$ cat src/sv/wsd_pkg.sv
// Package for the websocket frame deframer: parse phases, event codes and result type.
`default_nettype none

package wsd_pkg;

    typedef enum logic [2:0] {
        PH_HEAD0   = 3'd0,
        PH_HEAD1   = 3'd1,
        PH_EXTLEN  = 3'd2,
        PH_MASK    = 3'd3,
        PH_PAYLOAD = 3'd4,
        PH_CLOSED  = 3'd5
    } phase_t;

    typedef enum logic [1:0] {
        EV_DATA  = 2'd0,
        EV_EMPTY = 2'd1,
        EV_CLOSE = 2'd2
    } event_t;

    localparam logic [6:0] LEN_EXT16     = 7'd126;
    localparam logic [2:0] EXT16_LAST    = 3'd1;
    localparam logic [2:0] EXT64_LAST    = 3'd7;
    localparam logic [2:0] MASK_KEY_LAST = 3'd3;
    localparam logic [3:0] OPCODE_CLOSE  = 4'd8;

    typedef struct packed {
        logic [7:0] out_byte;
        event_t     event_kind;
        logic [3:0] frame_opcode;
        logic       last_of_frame;
    } result_t;

endpackage

`default_nettype wire

$ cat src/sv/wsd_parser.sv
// Header parser and payload unmasker: one byte per fire, at most one result.
`default_nettype none

module wsd_parser
    import wsd_pkg::*;
(
    input  wire logic    clk,
    input  wire logic    rst_n,
    input  wire logic    fire,
    input  wire logic [7:0] rx_byte,
    output logic         res_valid,
    output result_t      res
);

    phase_t      phase_reg, phase_next;
    logic [2:0]  left_reg, left_next;
    logic [63:0] shift_reg, shift_next;
    logic [63:0] remain_reg, remain_next;
    logic [31:0] mask_reg, mask_next;
    logic [1:0]  pos_reg, pos_next;
    logic [3:0]  opcode_reg, opcode_next;
    logic [63:0] shift_in;
    logic [7:0]  key;

    assign shift_in = {shift_reg[55:0], rx_byte};

    always_comb
    begin
        case (pos_reg)
            2'd0:    key = mask_reg[31:24];
            2'd1:    key = mask_reg[23:16];
            2'd2:    key = mask_reg[15:8];
            default: key = mask_reg[7:0];
        endcase
    end

    always_comb
    begin
        phase_next  = phase_reg;
        left_next   = left_reg;
        shift_next  = shift_reg;
        remain_next = remain_reg;
        mask_next   = mask_reg;
        pos_next    = pos_reg;
        opcode_next = opcode_reg;
        case (phase_reg)
            PH_HEAD0:
            begin
                opcode_next = rx_byte[3:0];
                phase_next  = PH_HEAD1;
            end
            PH_HEAD1:
            begin
                if (!rx_byte[7] || opcode_reg == OPCODE_CLOSE)
                begin
                    phase_next = PH_CLOSED;
                end
                else
                begin
                    shift_next = '0;
                    mask_next  = '0;
                    if (rx_byte[6:0] < LEN_EXT16)
                    begin
                        remain_next = {57'd0, rx_byte[6:0]};
                        left_next   = MASK_KEY_LAST;
                        phase_next  = PH_MASK;
                    end
                    else
                    begin
                        left_next  = (rx_byte[6:0] == LEN_EXT16) ? EXT16_LAST : EXT64_LAST;
                        phase_next = PH_EXTLEN;
                    end
                end
            end
            PH_EXTLEN:
            begin
                shift_next = shift_in;
                if (left_reg == 3'd0)
                begin
                    remain_next = shift_in;
                    left_next   = MASK_KEY_LAST;
                    phase_next  = PH_MASK;
                end
                else
                begin
                    left_next = left_reg - 3'd1;
                end
            end
            PH_MASK:
            begin
                mask_next = {mask_reg[23:0], rx_byte};
                if (left_reg == 3'd0)
                begin
                    pos_next   = 2'd0;
                    phase_next = (remain_reg == 64'd0) ? PH_HEAD0 : PH_PAYLOAD;
                end
                else
                begin
                    left_next = left_reg - 3'd1;
                end
            end
            PH_PAYLOAD:
            begin
                pos_next    = pos_reg + 2'd1;
                remain_next = remain_reg - 64'd1;
                if (remain_reg == 64'd1)
                begin
                    phase_next = PH_HEAD0;
                end
            end
            default:
            begin
                phase_next = PH_CLOSED;
            end
        endcase
    end

    always_comb
    begin
        res_valid         = 1'b0;
        res.out_byte      = 8'd0;
        res.event_kind    = EV_DATA;
        res.frame_opcode  = opcode_reg;
        res.last_of_frame = 1'b0;
        case (phase_reg)
            PH_HEAD1:
            begin
                if (!rx_byte[7] || opcode_reg == OPCODE_CLOSE)
                begin
                    res_valid      = fire;
                    res.event_kind = EV_CLOSE;
                end
            end
            PH_MASK:
            begin
                if (left_reg == 3'd0 && remain_reg == 64'd0)
                begin
                    res_valid         = fire;
                    res.event_kind    = EV_EMPTY;
                    res.last_of_frame = 1'b1;
                end
            end
            PH_PAYLOAD:
            begin
                res_valid         = fire;
                res.out_byte      = rx_byte ^ key;
                res.last_of_frame = (remain_reg == 64'd1);
            end
            default:
            begin
                res_valid = 1'b0;
            end
        endcase
    end

    always_ff @(posedge clk or negedge rst_n)
    begin
        if (!rst_n)
        begin
            phase_reg  <= PH_HEAD0;
            left_reg   <= '0;
            shift_reg  <= '0;
            remain_reg <= '0;
            mask_reg   <= '0;
            pos_reg    <= '0;
            opcode_reg <= '0;
        end
        else if (fire)
        begin
            phase_reg  <= phase_next;
            left_reg   <= left_next;
            shift_reg  <= shift_next;
            remain_reg <= remain_next;
            mask_reg   <= mask_next;
            pos_reg    <= pos_next;
            opcode_reg <= opcode_next;
        end
    end

endmodule

`default_nettype wire

$ cat src/sv/websocket_frame_deframer.sv
// Top level of the websocket frame deframer: input register, parser, two-entry result buffer.
//
//  channel  | dir | tdata               | tuser                         | tlast
//  s_axis   | in  | [7:0] rx_byte       | -                             | -
//  m_axis   | out | [7:0] out_byte      | [1:0] event_kind [5:2] opcode | last_of_frame
//
// One byte per cycle sustained while the result buffer accepts; a byte is captured in the input
// register and any result, formed by the parser from that register, is written into the result
// buffer. Reset returns the parser to header byte zero and empties both buffers.
// The input register holds while the two-entry result buffer is full and not drained.
`default_nettype none

module websocket_frame_deframer
    import wsd_pkg::*;
(
    input  wire logic       clk,
    input  wire logic       rst_n,
    input  wire logic       s_tvalid,
    output logic            s_tready,
    input  wire logic [7:0] s_tdata,   // [7:0] rx_byte
    output logic            m_tvalid,
    input  wire logic       m_tready,
    output logic [7:0]      m_tdata,   // [7:0] out_byte
    output logic [5:0]      m_tuser,   // [1:0] event_kind, [5:2] frame_opcode
    output logic            m_tlast    // last_of_frame
);

    logic       in_valid_reg;
    logic [7:0] in_byte_reg;
    logic       fire;
    logic       pop;
    logic       push;
    logic       res_valid;
    result_t    res;
    result_t    buf_mem [2];
    logic       wr_ptr_reg, rd_ptr_reg;
    logic [1:0] cnt_reg, cnt_next;

    assign pop      = m_tvalid && m_tready;
    assign fire     = in_valid_reg && (cnt_reg != 2'd2 || pop);
    assign s_tready = !in_valid_reg || fire;
    assign push     = res_valid;

    wsd_parser u_parser (
        .clk       (clk),
        .rst_n     (rst_n),
        .fire      (fire),
        .rx_byte   (in_byte_reg),
        .res_valid (res_valid),
        .res       (res)
    );

    always_comb
    begin
        cnt_next = cnt_reg;
        case ({push, pop})
            2'b10:   cnt_next = cnt_reg + 2'd1;
            2'b01:   cnt_next = cnt_reg - 2'd1;
            default: cnt_next = cnt_reg;
        endcase
    end

    always_ff @(posedge clk or negedge rst_n)
    begin
        if (!rst_n)
        begin
            in_valid_reg <= 1'b0;
            wr_ptr_reg   <= 1'b0;
            rd_ptr_reg   <= 1'b0;
            cnt_reg      <= 2'd0;
        end
        else
        begin
            if (s_tready)
            begin
                in_valid_reg <= s_tvalid;
            end
            if (push)
            begin
                wr_ptr_reg <= !wr_ptr_reg;
            end
            if (pop)
            begin
                rd_ptr_reg <= !rd_ptr_reg;
            end
            cnt_reg <= cnt_next;
        end
    end

    always_ff @(posedge clk)
    begin
        if (s_tready && s_tvalid)
        begin
            in_byte_reg <= s_tdata;
        end
        if (push)
        begin
            buf_mem[wr_ptr_reg] <= res;
        end
    end

    assign m_tvalid = (cnt_reg != 2'd0);
    assign m_tdata  = buf_mem[rd_ptr_reg].out_byte;
    assign m_tuser  = {buf_mem[rd_ptr_reg].frame_opcode, buf_mem[rd_ptr_reg].event_kind};
    assign m_tlast  = buf_mem[rd_ptr_reg].last_of_frame;

endmodule

`default_nettype wire
$ cat config.mk
export PLATFORM = sky130hd
export DESIGN_NAME = websocket_frame_deframer
export DESIGN_NICKNAME = d
export VERILOG_FILES = /design/src/sv/wsd_pkg.sv /design/src/sv/wsd_parser.sv /design/src/sv/websocket_frame_deframer.sv
export SDC_FILE = /design/constraint.sdc
export NUM_CORES = 1
export LEC_CHECK = 0
export ABC_AREA = 1
export BUFFER_PORTS_ARGS = -buffer_cell sky130_fd_sc_hd__buf_2
export CAP_MARGIN = 5
export CORE_MARGIN = 3
export CORE_UTILIZATION = 30
export CTS_BUF_LIST = sky130_fd_sc_hd__clkbuf_2 sky130_fd_sc_hd__clkbuf_4 sky130_fd_sc_hd__clkbuf_8
export DETAILED_ROUTE_END_ITERATION = 10
export PLACE_DENSITY_LB_ADDON = 0.15
export SLEW_MARGIN = 10
export SYNTH_ARGS = -nofsm -noshare
export SYNTH_HDL_FRONTEND = slang
export SYNTH_SLANG_ARGS = --single-unit
$ cat constraint.sdc
create_clock -name clk -period 2.6 [get_ports clk]
set_input_delay 0.26 -clock clk [delete_from_list [all_inputs] [get_ports clk]]
set_output_delay 0.26 -clock clk [all_outputs]
set_load 0.01 [all_outputs]
==> impl_metrics.ini <==
[floorplan]
num_io_pins = 29
die_width_um = 200
initial_core_util_pct = 30.6
num_rows = 70
die_height_um = 200
core_sq_um = 36800
fp.dieArea_sq_um = 39800

[yosys]
synth_top_area_share_pct = 37.6
syn_area_per_cell_sq_um = 7.25
syn_nets = 1571
syn_area_sq_um = 11200
ys_seq_elements = 207
yosysTopAreaCell = dfrtp_1
synth_area_leaders = dfrtp_1 38%, nand2_1 14%, edfxtp_1 10%
yosysUniqueCellTypes = 33
synthCells = 1550
ys_warn_count = 0
ys_seq_area_share_pct = 47.8

[route]
drt_iter0_drc = 680
firstDrtPassIters = 5
routed_wl_um = 36300
drc_errors = 0
wire_per_inst_um = 17.1
postRouteAntennaNets = 0
vias = 10300
vias_per_cell = 4.85

[clock_network]
clkSlewWorstSetupHoldPaths_ns = 0.06
clock_latency_ns = 0.60
clkSinkCount = 207
post-cts-setup-buffer-count = 0
cts_root_buf = clkbuf_8
cts_tree = done
ctsHtreeMaxLevel = 2
cts_buffers = 41
cts.path.max_buffers = 3

[final_layout]
fin_nets = 1649
fillers = 3968
drive_gt1_share_pct = 10.7
n_antenna_cell = 0
final_common_cell = nand2_1
layout_common_cells = 423 x nand2_1, 258 x nor2_1, 184 x inv_1
largest_reg_flops = 64
fin_area_sq_um = 13100
area_growth_pct = 16.6
final_cells = 2125

[timing]
post-route-period-util_pct = 91.8
finalMaxSlewViolations = 0
grt_setup_unrepaired = false
fin_skew_ns = 0.0430
fmax_ghz = 0.419
hold_viol_final = 0
setup_viol = 0
min_period_ns = 2.39
worst_slew_pin_slew_ns = 1.00
fin_setup_tns_ns = 0
max_slew_margin_pct = 33.1

[critical_path]
critPathArrivalTime_ns = 2.83
crit_type = reg -> reg
crit_fanout = 39
cp-end-kind = flip-flop
worstSetupStartpointType = flip-flop
r2r_setup_slack_ns = 0.21
cp.required_ns = 3.04

[global_route]
grt_pass1_wl_um = 58300
grt_max_degree = 72
grt_pass1_vias = 10300
antenna_found_initial = 0
grtUsageTotal_pct = 18.9
grt-ovfl-total = 0

[power_and_ir_drop]
p_leak_nw = 5.86
power_density_nw_per_um2 = 1220
p_sw_mw = 7.31
p_clk_share_pct = 21.1
swShare_pct = 45.7
seqPwrFrac_pct = 32.3
pwr-share-comb_pct = 46.5
power.internal_mw = 8.70
irDropWorstVdd_mv = 0.379

[placement]
dp_hpwl_um = 25800
io_buffers = 28
postPlaceCellArea_sq_um = 12200
place.gp.congestion = 0.873
dp.cells = 2042

[status]
status = complete, no violations

[hold_path]
hold_path_class = in -> async

[run]
maxCapViolCount = 0
[final timing paths]
path	from	depth (start not counted)	to
min reg2reg	wr_ptr_reg$_DFFE_PN0P_	2	wr_ptr_reg$_DFFE_PN0P_
max	u_parser.opcode_reg[2]$_DFFE_PN0P_	9	u_parser.shift_reg[7]$_DFFE_PN0P_
max reg2reg	u_parser.opcode_reg[2]$_DFFE_PN0P_	9	u_parser.shift_reg[7]$_DFFE_PN0P_
max in group asynchronous	rst_n	3	u_parser.mask_reg[3]$_DFFE_PN0P_
min in group clk	s_tdata[4]	2	in_byte_reg[4]$_DFFE_PP_
min	rst_n	2	u_parser.shift_reg[49]$_DFFE_PN0P_
[cell type report]
cell class                 count  area, sq um  share of cell area, %
sequential                   207         5370                   41.0
multi-input combinational   1095         4910                   37.4
inverter                     193          724                   5.52
clock buffer                  56          721                   5.50
timing repair buffer          90          704                   5.37
tap                          468          586                   4.47
clock inverter                16         97.6                  0.744
[what timing repair did]
action / 4_1_cts / 5_1_grt
hold endpoints to repair: 64 / 0
setup endpoints to repair: 0 / 1
resized for setup: 0 / 7
hold buffers: 11 / 0
[Yosys cell counts]
cell type    n
buf_1        5
clkbuf_1    25
nand2_2      4
buf_2       16
nor2_1     263
nor3_1      37
inv_1      186
o21bai_1    10
o31ai_1      1
xnor2_1      1
o21ai_0    124
nor2_2       5
nor3_2       1
o211ai_1     1
xor2_1       4
o21ai_1     13
a21oi_1     50
nor4_1       2
nand3b_1     3
nand4_1      3
nand2_1    423
nand3_2      2
or2_2        3
edfxtp_1    38
ha_1         9
o22ai_1     48
clkinv_1     1
dfrtp_1    169
buf_4        3
nand3_1     84
buf_6        6
nor2_4       4
inv_2        6
[kinds of logic after synthesis]
family | share of synthesized area [%]
xor+xnor | 0.389
flops | 47.8
buf+inv | 8.96
simple gates | 30.1
compound gates | 11.8
fa+ha+maj | 1.00
[power by group through the flow]
stage               Sequential, mW  Combinational [mW]  Clock [mW]
global placement              5.20                7.42           0
global route                  5.31                8.47        3.66
floorplan                     5.07                4.98           0
detailed placement            5.22                7.42           0
CTS                           5.17                7.47        3.52
finish                        5.18                7.45        3.38
[layer usage]
layer  global-route usage, %  vias to the layer above  routed length (um)
met4                    5.69                        0                 943
li1                        -                     5112                   -
met1                    26.8                     4920               17700
met2                    29.2                      208               16000
met5                       0                        -                   0
met3                    3.64                       59                1700
[per-stage QoR]
step / utilization [%] / worst slack [ns] / total power, mW / hold slack, ns
after floorplan: - / 0.0134 / 10.1 / -0.0356
after global placement: 33.1 / 0.166 / 12.6 / 0.249
after detailed placement: 33.1 / 0.163 / 12.6 / 0.250
after CTS: 35.6 / 0.113 / 16.2 / 0.142
after global routing: 35.6 / 0.0121 / 17.5 / 0.185
final: 35.6 / 0.213 / 16.0 / 0.177
[critical path: stages, from the launching register on]
cell,delay (ns)
dfrtp_1,0.38
nor2_1,0.06
nand2_1,0.05
o21ai_0,0.09
buf_4,0.16
o21ai_0,0.20
inv_1,0.10
nor2_4,0.76
buf_4,0.35
o21ai_0,0.11
No activity file was read; power rests on OpenSTA's default activity.
